===== config.mk =====
export PLATFORM = sky130hd
export DESIGN_NAME = palette_sprite_scaler_blit_top
export DESIGN_NICKNAME = d
export VERILOG_FILES = /design/src/design/psb_pkg.sv /design/src/design/palette_sprite_scaler_blit_top.sv /design/src/design/psb_front.sv /design/src/design/psb_fifo.sv /design/src/design/psb_back.sv
export SDC_FILE = /design/constraint.sdc
export NUM_CORES = 1
export LEC_CHECK = 0
export BUFFER_PORTS_ARGS = -buffer_cell sky130_fd_sc_hd__clkbuf_2
export CORE_ASPECT_RATIO = 1.1
export CORE_MARGIN = 2
export CORE_UTILIZATION = 26
export CTS_CLUSTER_DIAMETER = 120
export DETAILED_ROUTE_END_ITERATION = 8
export GPL_TIMING_DRIVEN = 0
export SYNTH_ARGS = -nofsm -noshare
export SYNTH_HDL_FRONTEND = slang
export SYNTH_HIERARCHICAL = 1
export SYNTH_SLANG_ARGS = --single-unit

===== constraint.sdc =====
create_clock -name clock -period 5 [get_ports clock]
set_clock_uncertainty 0.1 [all_clocks]
set_input_delay 0.25 -clock clock [delete_from_list [all_inputs] [get_ports clock]]
set_output_delay 0.25 -clock clock [all_outputs]
set_load 0.01 [all_outputs]

===== src/design/psb_pkg.sv =====
// shared constants, register indexes and colour table of the sprite blitter
package psb_pkg;

   localparam int CODE_W       = 8;
   localparam int COLOR_W      = 16;
   localparam int ADDR_OUT_W   = 17;
   localparam int RSP_DATA_W   = 40;
   localparam int CSR_IDX_W    = 3;
   localparam int CSR_DATA_W   = 9;
   localparam int ORIGIN_X_W   = 9;
   localparam int ORIGIN_Y_W   = 8;
   localparam int SIZE_W       = 8;
   localparam int SCALE_W      = 4;

   typedef enum logic [CSR_IDX_W-1:0] {
      CSR_ORIGIN_X      = 3'd0,
      CSR_ORIGIN_Y      = 3'd1,
      CSR_SPRITE_WIDTH  = 3'd2,
      CSR_SPRITE_HEIGHT = 3'd3,
      CSR_SCALE         = 3'd4
   } csr_index_type;

   function automatic logic [COLOR_W-1:0] map_color(input logic [CODE_W-1:0] code);
      logic [COLOR_W-1:0] color;
      case (code)
         8'h3C:   color = 16'h0000;
         8'hE0:   color = 16'h00F8;
         8'hFF:   color = 16'hFFFF;
         8'h03:   color = 16'h1C00;
         8'h13:   color = 16'h1F04;
         8'hA0:   color = 16'h00A0;
         8'hF6:   color = 16'h51E5;
         8'hAD:   color = 16'hCBAB;
         8'h29:   color = 16'h492A;
         8'h4D:   color = 16'h492A;
         8'hDF:   color = 16'h5DCF;
         8'hD0:   color = 16'hC4DC;
         8'h60:   color = 16'h0078;
         8'h6D:   color = 16'hCF7B;
         8'h04:   color = 16'h0000;
         default: color = {{(COLOR_W-CODE_W){1'b0}}, code};
      endcase
      return color;
   endfunction

endpackage


===== src/design/palette_sprite_scaler_blit_top.sv =====
// top level of the palette sprite scaler blitter
//
// req_ takes one 8-bit sprite code per item, column by column with rows
// running top to bottom inside each column. every code is turned into
// scale x scale framebuffer writes on rsp_, row of the block outer and
// column inner; rsp_tlast marks the final write of a code and rsp_tuser
// flags an address at or past the end of the frame. a code with scale 0
// gives no writes but still moves the position.
// csr_ writes origin, sprite size and scale; write them only while idle.
// the output gives one write per cycle while rsp_tready is high; a code
// gives scale*scale writes (4 at scale 2). the front end takes a code
// every cycle while req_tready is high; a four-entry queue holds codes
// ahead of the write walker, whose output register drives rsp_tvalid.
// reset clears the position, the queue and the output register and loads
// the register reset values. when rsp_tready is low the output holds and
// the queue fills, after which req_tready drops.
module palette_sprite_scaler_blit_top #(
   parameter int FRAME_WIDTH  = 320,
   parameter int FRAME_HEIGHT = 240,
   parameter int MAX_SCALE    = 8
) (
   input  logic                              clock,
   input  logic                              reset,
   input  logic                              csr_we,
   input  logic [psb_pkg::CSR_IDX_W-1:0]     csr_index,
   input  logic [psb_pkg::CSR_DATA_W-1:0]    csr_wdata,
   input  logic                              req_tvalid,
   output logic                              req_tready,
   input  logic [psb_pkg::CODE_W-1:0]        req_tdata,   // [7:0] pixel_code
   output logic                              rsp_tvalid,
   input  logic                              rsp_tready,
   // [16:0] pixel_address, [32:17] pixel_color
   output logic [psb_pkg::RSP_DATA_W-1:0]    rsp_tdata,
   output logic                              rsp_tlast,
   output logic                              rsp_tuser    // [0] off_frame
);

   localparam int MAX_ADDR = (255 + 255 * MAX_SCALE + MAX_SCALE - 1) * FRAME_WIDTH
                             + 511 + 255 * MAX_SCALE + MAX_SCALE - 1;
   localparam int LIMIT    = FRAME_WIDTH * FRAME_HEIGHT;
   localparam int SPAN     = (MAX_ADDR > LIMIT) ? MAX_ADDR : LIMIT;
   localparam int SPAN_W   = $clog2(SPAN + 1);
   localparam int ADDR_W   = (SPAN_W > psb_pkg::ADDR_OUT_W) ? SPAN_W : psb_pkg::ADDR_OUT_W;
   localparam int SX_W     = (MAX_SCALE > 1) ? $clog2(MAX_SCALE) : 1;
   localparam int Q_W      = psb_pkg::COLOR_W + ADDR_W + SX_W;
   localparam int Q_DEPTH  = 4;

   logic                          f_valid;
   logic                          f_ready;
   logic [psb_pkg::COLOR_W-1:0]   f_color;
   logic [ADDR_W-1:0]             f_start;
   logic [SX_W-1:0]               f_lidx;
   logic                          q_valid;
   logic                          q_ready;
   logic [Q_W-1:0]                q_data;

   psb_front #(
      .FRAME_WIDTH (FRAME_WIDTH),
      .MAX_SCALE   (MAX_SCALE),
      .ADDR_W      (ADDR_W),
      .SX_W        (SX_W)
   ) u_front (
      .clock        (clock),
      .reset        (reset),
      .csr_we       (csr_we),
      .csr_index    (csr_index),
      .csr_wdata    (csr_wdata),
      .req_tvalid   (req_tvalid),
      .req_tready   (req_tready),
      .req_tdata    (req_tdata),
      .out_valid    (f_valid),
      .out_ready    (f_ready),
      .out_color    (f_color),
      .out_start    (f_start),
      .out_last_idx (f_lidx)
   );

   psb_fifo #(
      .WIDTH (Q_W),
      .DEPTH (Q_DEPTH)
   ) u_fifo (
      .clock      (clock),
      .reset      (reset),
      .push_valid (f_valid),
      .push_ready (f_ready),
      .push_data  ({f_color, f_start, f_lidx}),
      .pop_valid  (q_valid),
      .pop_ready  (q_ready),
      .pop_data   (q_data)
   );

   psb_back #(
      .FRAME_WIDTH  (FRAME_WIDTH),
      .FRAME_HEIGHT (FRAME_HEIGHT),
      .ADDR_W       (ADDR_W),
      .SX_W         (SX_W)
   ) u_back (
      .clock      (clock),
      .reset      (reset),
      .q_valid    (q_valid),
      .q_ready    (q_ready),
      .q_color    (q_data[Q_W-1 -: psb_pkg::COLOR_W]),
      .q_start    (q_data[SX_W +: ADDR_W]),
      .q_last_idx (q_data[SX_W-1:0]),
      .rsp_tvalid (rsp_tvalid),
      .rsp_tready (rsp_tready),
      .rsp_tdata  (rsp_tdata),
      .rsp_tlast  (rsp_tlast),
      .rsp_tuser  (rsp_tuser)
   );

endmodule


===== src/design/psb_front.sv =====
// front end: config registers, sprite position, colour lookup and start address
module psb_front #(
   parameter int FRAME_WIDTH = 320,
   parameter int MAX_SCALE   = 8,
   parameter int ADDR_W      = 24,
   parameter int SX_W        = 3
) (
   input  logic                                 clock,
   input  logic                                 reset,
   input  logic                                 csr_we,
   input  logic [psb_pkg::CSR_IDX_W-1:0]        csr_index,
   input  logic [psb_pkg::CSR_DATA_W-1:0]       csr_wdata,
   input  logic                                 req_tvalid,
   output logic                                 req_tready,
   input  logic [psb_pkg::CODE_W-1:0]           req_tdata,
   output logic                                 out_valid,
   input  logic                                 out_ready,
   output logic [psb_pkg::COLOR_W-1:0]          out_color,
   output logic [ADDR_W-1:0]                    out_start,
   output logic [SX_W-1:0]                      out_last_idx
);

   localparam int S_W   = $clog2(MAX_SCALE + 1);
   localparam int BX_W  = $clog2(511 + 255 * MAX_SCALE + 1);
   localparam int BY_W  = $clog2(255 + 255 * MAX_SCALE + 1);
   localparam int FW_W  = $clog2(FRAME_WIDTH + 1);
   localparam int PM_W  = psb_pkg::SIZE_W + S_W;
   localparam logic [FW_W-1:0] FW_C = FW_W'(FRAME_WIDTH);

   logic [psb_pkg::ORIGIN_X_W-1:0] origin_x_ff, origin_x_in;
   logic [psb_pkg::ORIGIN_Y_W-1:0] origin_y_ff, origin_y_in;
   logic [psb_pkg::SIZE_W-1:0]     width_ff, width_in;
   logic [psb_pkg::SIZE_W-1:0]     height_ff, height_in;
   logic [psb_pkg::SCALE_W-1:0]    scale_ff, scale_in;
   logic [psb_pkg::SIZE_W-1:0]     col_ff, col_in;
   logic [psb_pkg::SIZE_W-1:0]     row_ff, row_in;

   logic                           s1_valid_ff, s1_valid_in;
   logic [psb_pkg::COLOR_W-1:0]    s1_color_ff, s1_color_in;
   logic [BX_W-1:0]                s1_bx_ff, s1_bx_in;
   logic [BY_W-1:0]                s1_by_ff, s1_by_in;
   logic [SX_W-1:0]                s1_lidx_ff, s1_lidx_in;

   logic                           accept;
   logic [S_W-1:0]                 s_sat;
   logic [PM_W-1:0]                col_prod;
   logic [PM_W-1:0]                row_prod;
   logic [BY_W+FW_W-1:0]           line_prod;
   logic                           row_wrap;
   logic                           col_wrap;

   assign req_tready   = !s1_valid_ff || out_ready;
   assign accept       = req_tvalid && req_tready;
   assign s_sat        = (scale_ff > psb_pkg::SCALE_W'(MAX_SCALE)) ? S_W'(MAX_SCALE)
                                                                   : S_W'(scale_ff);
   assign col_prod     = PM_W'(col_ff) * PM_W'(s_sat);
   assign row_prod     = PM_W'(row_ff) * PM_W'(s_sat);
   assign row_wrap     = ({1'b0, row_ff} + 9'd1) >= {1'b0, height_ff};
   assign col_wrap     = ({1'b0, col_ff} + 9'd1) >= {1'b0, width_ff};

   assign line_prod    = (BY_W+FW_W)'(s1_by_ff) * (BY_W+FW_W)'(FW_C);
   assign out_valid    = s1_valid_ff;
   assign out_color    = s1_color_ff;
   assign out_start    = ADDR_W'(line_prod) + ADDR_W'(s1_bx_ff);
   assign out_last_idx = s1_lidx_ff;

   always_comb begin
      origin_x_in = origin_x_ff;
      origin_y_in = origin_y_ff;
      width_in    = width_ff;
      height_in   = height_ff;
      scale_in    = scale_ff;
      if (csr_we) begin
         case (csr_index)
            psb_pkg::CSR_ORIGIN_X:      origin_x_in = csr_wdata;
            psb_pkg::CSR_ORIGIN_Y:      origin_y_in = csr_wdata[psb_pkg::ORIGIN_Y_W-1:0];
            psb_pkg::CSR_SPRITE_WIDTH:  width_in    = csr_wdata[psb_pkg::SIZE_W-1:0];
            psb_pkg::CSR_SPRITE_HEIGHT: height_in   = csr_wdata[psb_pkg::SIZE_W-1:0];
            psb_pkg::CSR_SCALE:         scale_in    = csr_wdata[psb_pkg::SCALE_W-1:0];
            default: ;
         endcase
      end

      col_in = col_ff;
      row_in = row_ff;
      if (accept) begin
         if (row_wrap) begin
            row_in = '0;
            col_in = col_wrap ? '0 : col_ff + 8'd1;
         end else begin
            row_in = row_ff + 8'd1;
         end
      end

      s1_valid_in = s1_valid_ff;
      s1_color_in = s1_color_ff;
      s1_bx_in    = s1_bx_ff;
      s1_by_in    = s1_by_ff;
      s1_lidx_in  = s1_lidx_ff;
      if (accept) begin
         s1_valid_in = (s_sat != '0);
         s1_color_in = psb_pkg::map_color(req_tdata);
         s1_bx_in    = BX_W'(origin_x_ff) + BX_W'(col_prod);
         s1_by_in    = BY_W'(origin_y_ff) + BY_W'(row_prod);
         s1_lidx_in  = SX_W'(s_sat - S_W'(1));
      end else if (out_ready) begin
         s1_valid_in = 1'b0;
      end
   end

   always_ff @(posedge clock) begin
      if (reset) begin
         origin_x_ff <= '0;
         origin_y_ff <= '0;
         width_ff    <= 8'd1;
         height_ff   <= 8'd1;
         scale_ff    <= 4'd1;
         col_ff      <= '0;
         row_ff      <= '0;
         s1_valid_ff <= 1'b0;
      end else begin
         origin_x_ff <= origin_x_in;
         origin_y_ff <= origin_y_in;
         width_ff    <= width_in;
         height_ff   <= height_in;
         scale_ff    <= scale_in;
         col_ff      <= col_in;
         row_ff      <= row_in;
         s1_valid_ff <= s1_valid_in;
      end
   end

   always_ff @(posedge clock) begin
      s1_color_ff <= s1_color_in;
      s1_bx_ff    <= s1_bx_in;
      s1_by_ff    <= s1_by_in;
      s1_lidx_ff  <= s1_lidx_in;
   end

endmodule


===== src/design/psb_fifo.sv =====
// small flip-flop queue between front end and write generator
module psb_fifo #(
   parameter int WIDTH = 32,
   parameter int DEPTH = 4
) (
   input  logic             clock,
   input  logic             reset,
   input  logic             push_valid,
   output logic             push_ready,
   input  logic [WIDTH-1:0] push_data,
   output logic             pop_valid,
   input  logic             pop_ready,
   output logic [WIDTH-1:0] pop_data
);

   localparam int PTR_W = (DEPTH > 1) ? $clog2(DEPTH) : 1;
   localparam int CNT_W = $clog2(DEPTH + 1);

   logic [WIDTH-1:0] mem_ff [DEPTH];
   logic [PTR_W-1:0] wr_ptr_ff, wr_ptr_in;
   logic [PTR_W-1:0] rd_ptr_ff, rd_ptr_in;
   logic [CNT_W-1:0] count_ff, count_in;
   logic             do_push;
   logic             do_pop;

   assign push_ready = (count_ff != CNT_W'(DEPTH));
   assign pop_valid  = (count_ff != '0);
   assign pop_data   = mem_ff[rd_ptr_ff];
   assign do_push    = push_valid && push_ready;
   assign do_pop     = pop_valid && pop_ready;

   always_comb begin
      wr_ptr_in = wr_ptr_ff;
      rd_ptr_in = rd_ptr_ff;
      count_in  = count_ff;
      if (do_push) begin
         wr_ptr_in = (wr_ptr_ff == PTR_W'(DEPTH - 1)) ? '0 : wr_ptr_ff + PTR_W'(1);
      end
      if (do_pop) begin
         rd_ptr_in = (rd_ptr_ff == PTR_W'(DEPTH - 1)) ? '0 : rd_ptr_ff + PTR_W'(1);
      end
      if (do_push && !do_pop) begin
         count_in = count_ff + CNT_W'(1);
      end else if (do_pop && !do_push) begin
         count_in = count_ff - CNT_W'(1);
      end
   end

   always_ff @(posedge clock) begin
      if (reset) begin
         wr_ptr_ff <= '0;
         rd_ptr_ff <= '0;
         count_ff  <= '0;
      end else begin
         wr_ptr_ff <= wr_ptr_in;
         rd_ptr_ff <= rd_ptr_in;
         count_ff  <= count_in;
      end
   end

   always_ff @(posedge clock) begin
      if (do_push) begin
         mem_ff[wr_ptr_ff] <= push_data;
      end
   end

endmodule


===== src/design/psb_back.sv =====
// write generator: walks the scale x scale block and drives the output register
module psb_back #(
   parameter int FRAME_WIDTH  = 320,
   parameter int FRAME_HEIGHT = 240,
   parameter int ADDR_W       = 24,
   parameter int SX_W         = 3
) (
   input  logic                              clock,
   input  logic                              reset,
   input  logic                              q_valid,
   output logic                              q_ready,
   input  logic [psb_pkg::COLOR_W-1:0]       q_color,
   input  logic [ADDR_W-1:0]                 q_start,
   input  logic [SX_W-1:0]                   q_last_idx,
   output logic                              rsp_tvalid,
   input  logic                              rsp_tready,
   output logic [psb_pkg::RSP_DATA_W-1:0]    rsp_tdata,
   output logic                              rsp_tlast,
   output logic                              rsp_tuser
);

   localparam logic [ADDR_W-1:0] LIMIT_C = ADDR_W'(FRAME_WIDTH * FRAME_HEIGHT);
   localparam logic [ADDR_W-1:0] FW_C    = ADDR_W'(FRAME_WIDTH);

   logic                                busy_ff, busy_in;
   logic [ADDR_W-1:0]                   line_ff, line_in;
   logic [SX_W-1:0]                     sx_ff, sx_in;
   logic [SX_W-1:0]                     sy_ff, sy_in;
   logic [SX_W-1:0]                     lidx_ff, lidx_in;
   logic [psb_pkg::COLOR_W-1:0]         color_ff, color_in;

   logic                                out_valid_ff, out_valid_in;
   logic [psb_pkg::ADDR_OUT_W-1:0]      out_addr_ff, out_addr_in;
   logic [psb_pkg::COLOR_W-1:0]         out_color_ff, out_color_in;
   logic                                out_off_ff, out_off_in;
   logic                                out_last_ff, out_last_in;

   logic                                out_free;
   logic                                step;
   logic                                last;
   logic                                pop;
   logic [ADDR_W-1:0]                   cur_addr;

   assign out_free = !out_valid_ff || rsp_tready;
   assign step     = busy_ff && out_free;
   assign last     = (sx_ff == lidx_ff) && (sy_ff == lidx_ff);
   assign pop      = q_valid && (!busy_ff || (step && last));
   assign q_ready  = pop;
   assign cur_addr = line_ff + ADDR_W'(sx_ff);

   assign rsp_tvalid = out_valid_ff;
   assign rsp_tdata  = {{(psb_pkg::RSP_DATA_W - psb_pkg::ADDR_OUT_W - psb_pkg::COLOR_W){1'b0}},
                        out_color_ff, out_addr_ff};
   assign rsp_tlast  = out_last_ff;
   assign rsp_tuser  = out_off_ff;

   always_comb begin
      busy_in  = busy_ff;
      line_in  = line_ff;
      sx_in    = sx_ff;
      sy_in    = sy_ff;
      lidx_in  = lidx_ff;
      color_in = color_ff;
      if (pop) begin
         busy_in  = 1'b1;
         line_in  = q_start;
         sx_in    = '0;
         sy_in    = '0;
         lidx_in  = q_last_idx;
         color_in = q_color;
      end else if (step && last) begin
         busy_in = 1'b0;
      end else if (step) begin
         if (sx_ff == lidx_ff) begin
            sx_in   = '0;
            sy_in   = sy_ff + SX_W'(1);
            line_in = line_ff + FW_C;
         end else begin
            sx_in = sx_ff + SX_W'(1);
         end
      end

      out_valid_in = out_valid_ff;
      out_addr_in  = out_addr_ff;
      out_color_in = out_color_ff;
      out_off_in   = out_off_ff;
      out_last_in  = out_last_ff;
      if (step) begin
         out_valid_in = 1'b1;
         out_addr_in  = cur_addr[psb_pkg::ADDR_OUT_W-1:0];
         out_color_in = color_ff;
         out_off_in   = (cur_addr >= LIMIT_C);
         out_last_in  = last;
      end else if (rsp_tready) begin
         out_valid_in = 1'b0;
      end
   end

   always_ff @(posedge clock) begin
      if (reset) begin
         busy_ff      <= 1'b0;
         out_valid_ff <= 1'b0;
      end else begin
         busy_ff      <= busy_in;
         out_valid_ff <= out_valid_in;
      end
   end

   always_ff @(posedge clock) begin
      line_ff      <= line_in;
      sx_ff        <= sx_in;
      sy_ff        <= sy_in;
      lidx_ff      <= lidx_in;
      color_ff     <= color_in;
      out_addr_ff  <= out_addr_in;
      out_color_ff <= out_color_in;
      out_off_ff   <= out_off_in;
      out_last_ff  <= out_last_in;
   end

endmodule


==> results.ini <==
[floorplan]
ios = 69
die_w_microns = 252.1
fp-row-count = 100
die_area_sq_mm = 0.06978
die_h_microns = 276.9
coreArea_sq_mm = 0.06731
start_util_pct = 26.14

[critical_path]
cp_top_family = adder cells
cp.buffers_inverters = 3
cp-startpoint = u_front/scale_ff[3]$_SDFFE_PP0P_
path_class = flop to flop
critical_path.cell_chain = clkbuf_2 > nor2b_4 > buf_6 > nand2_1 > fa_1 > fa_1 > fa_1 > inv_1 > ha_1 > a21o_1 > a21oi_1 > o21bai_1 > a2111oi_4 > o31ai_1 > a21oi_1 > xnor2_1
cp-start-kind = flop
timing.rr.start = u_front/scale_ff[3]$_SDFFE_PP0P_
rr_worst_depth = 16
ff2ff_setup_slack_ps = 320
arrival_ps = 4860
critical_path_depth = 16
r2r-end = u_front/s1_by_ff[11]$_DFFE_PP_
cpMostUsedCell = fa_1
cp_slowest_stage_delay_ps = 520
endpoint_kind = flop
path_max_fanout = 10
worstPathRequired_ps = 5170
crit_slowest_cell = fa_1
cp-endpoint = u_front/s1_by_ff[11]$_DFFE_PP_

[logic_synthesis]
synth_area_per_cell_sq_um = 12.51
synth_cells = 1407
synth_cell_types = 83
ys_warn_count = 6
synth-seq-cells = 344
synth-main-ff-cell = edfxtp_1
synthArstFlopShare_pct = 0
synth_edf_count = 273
syn_area_sq_mm = 0.01760
ys_seq_area_share_pct = 54.66

[finish]
final_area_sq_mm = 0.02035
fin_nets = 1688
antenna_cells = 0
areaGrowthSynthToFinish_pct = 15.61
drive_gt1_share_pct = 15.62

[sta]
fmaxAchievable_ghz = 0.2135
slew_headroom_pct = 25.12
rsz0062_at_grt = no
layout_min_cycle_time_ps = 4685
worstMarginPinSlew_ps = 1123
setup_slack_ps = 315.2
fin_setup_tns_ps = 0
hold_viol = 0
slew_violations = 0
finalCritPeriodShare_pct = 93.70
setup_viol = 0

[global_route]
grt_pass1_wl_mm = 56.74
grt_pass1_vias = 11077
antenna_found_initial = 0
grt_usage_pct = 9.951
grt_max_degree = 51
grt-ovfl-total = 0

[cts]
cts.sinks = 344
clkLatencyLatePin_ps = 540
tritoncts = built
htreeDepth = 2
postCtsSetupBuffers = 0
path_clk_slew_ps = 60
clockBufferDepth = 3
root_buffer = clkbuf_16
cts_buffers = 37

[placement]
dp_hpwl_mm = 24.69
placed_area_sq_mm = 0.01900
gp_congestion = 0.8674
io_buffers = 59
dp_slack_ps = -546.2

[routing]
drc = 0
drt_iter0_drc = 608
dr_total_vias = 10663
via_per_inst = 4.413
antenna_left = 0
routedWlPerCell_microns = 14.31
first_pass_iters = 5
drt-total-wl_mm = 34.58

[job]
max_cap_violations = 0

[power]
cellLeakagePower_nw = 7.696
max-vdd-ir-drop_v = 0.0002543
power.density_mw_per_mm2 = 430.3

[status]
status = finished, final reports clean

[min_path]
hold_path_class = input pin to flop
hold_depth = 3

==> layout by cell type (no fill, tap or decap), types with 11 or more instances in the layout <==
cell type	n
dlygate4sd3_1	12
inv_1	108
nand2_1	157
nor2_1	69
xnor2_1	52
buf_2	16
clkbuf_2	63
a21o_1	11
edfxtp_1	273
mux4_2	39
dfxtp_1	71
fa_1	43
and2_1	54
buf_4	18
nor3_1	15
a21oi_1	74
clkbuf_1	30
nand2b_1	12
o21ai_1	13
clkbuf_16	38
xor2_1	36
nand3_1	30
o21ai_0	24
ha_1	97
==> kinds of logic (layout without fill, tap and decap cells) <==
family,after synthesis,after routing,share of synthesized area (%)
xor+xnor,88,88,4.380
flops,344,344,54.66
fa+ha+maj,140,140,11.79
other cells,1,7,0.02131
compound gates,182,182,6.769
mux,50,50,5.652
simple gates,424,424,12.19
buf+inv,178,314,4.543
==> repair_timing <==
action,in CTS,in global routing
hold endpoints to repair,39,0
hold buffers,12,0
gates resized for setup,7,9
setup endpoints to repair,7,5
==> synthesized netlist by cell type (all sizes together) (2+ instances only) <==
cell type | number | area (sq um)
a22oi | 3 | 22.52
o2111ai | 3 | 26.28
nor4 | 12 | 93.84
nand2 | 157 | 589.3
ha | 97 | 1214
o21a | 4 | 30.03
a32o | 4 | 40.04
a21o | 11 | 82.58
mux2i | 9 | 90.09
nand2b | 12 | 75.07
nor3b | 2 | 20.02
o211ai | 2 | 15.01
o21ai | 37 | 185.2
dfxtp | 71 | 1421
and2 | 55 | 346.6
xnor2 | 52 | 455.4
a211o | 3 | 26.28
buf | 40 | 275.3
nor2 | 71 | 271.5
o311ai | 2 | 17.52
a21oi | 76 | 402.9
nor2b | 12 | 75.07
mux4 | 39 | 878.3
nand4 | 10 | 62.56
or3 | 5 | 33.78
nand3b | 8 | 60.06
nand3 | 31 | 160.1
o31ai | 6 | 63.81
edfxtp | 273 | 8198
or2 | 9 | 56.30
o41ai | 3 | 26.28
a311oi | 5 | 61.31
fa | 43 | 860.8
xor2 | 36 | 315.3
and3 | 13 | 96.34
nor4b | 4 | 50.05
o22ai | 3 | 18.77
mux2 | 2 | 26.27
a2111oi | 4 | 42.54
nor3 | 17 | 95.09
a31oi | 4 | 25.02
clkbuf | 27 | 102.6
o21bai | 3 | 22.52
a22o | 2 | 17.52
inv | 110 | 417.9
==> state kept, by name, summed over array words and instances (netlist names), 4 cells and up, named ones only <==
name,cells
u_front/origin_y_ff,8
u_front/s1_by_ff,12
u_fifo/mem_ff,156
u_front/out_color,16
u_front/row_ff,8
u_front/s1_bx_ff,12
u_front/scale_ff,4
u_front/width_ff,8
u_back/out_addr_ff,17
u_front/col_ff,8
u_back/color_ff,16
u_front/height_ff,8
u_front/origin_x_ff,9
u_back/out_color_ff,16
u_back/line_ff,20
==> tightest hold or removal path, cell delays in order <==
cell,delay (ps)
clkbuf_2,170
nand2_1,70
nand3_1,70
==> how the worst min path moves through the flow <==
stage | start | to | slack [ps]
2_1_floorplan | reset | u_back/rsp_tvalid$_SDFFE_PP0P_ | 220
3_3_place_gp | u_back/color_ff[1]$_DFFE_PP_ | u_back/out_color_ff[1]$_DFFE_PP_ | 300
3_5_place_dp | u_back/color_ff[3]$_DFFE_PP_ | u_back/out_color_ff[3]$_DFFE_PP_ | 310
4_1_cts | req_tdata[1] | u_front/out_color[1]$_DFFE_PP_ | 40
5_1_grt | req_tdata[3] | u_front/out_color[3]$_DFFE_PP_ | 70
6_report | req_tdata[1] | u_front/out_color[1]$_DFFE_PP_ | 60
==> cell type report <==
class / count / area (sq um)
Clock buffer: 47 / 994.7
Inverter: 111 / 422.9
Timing Repair Buffer: 71 / 415.4
Tap cell: 867 / 1085
Clock inverter: 18 / 181.4
Multi-Input combinational cell: 891 / 7238
Fill cell: 6770 / 46970
Buffer: 67 / 389.1
Sequential cell: 344 / 9619
==> power breakdown <==
group,leakage (nW),internal [W],switching [W]
Clock,0.564,0.00153,0.00112
Sequential,3.14,0.00378,0.000233
Combinational,4.00,0.000837,0.00126
==> per-stage QoR <==
step	hold slack (ps)	utilization, %	cells	total power (W)
after global placement	300.8	28.23	2339	0.006115
after floorplan	219.1	-	1413	0.005537
after CTS	36.95	30.19	2416	0.008874
after detailed placement	305.4	28.23	2339	0.006194
after global routing	72.49	30.22	2416	0.009222
final	59.86	30.22	2416	0.008755
==> metal layers <==
metal	GRT usage [%]	part of all wire, %	wire length [microns]	up-vias
li1	-	-	-	5223
met1	13.15	46	15900	5167
met2	16.75	48	16490	209
met3	1.579	4.0	1372	64
met4	2.959	2.3	809	0
met5	0	0	0	-
Note: power is estimated with default switching activity, not from simulation.
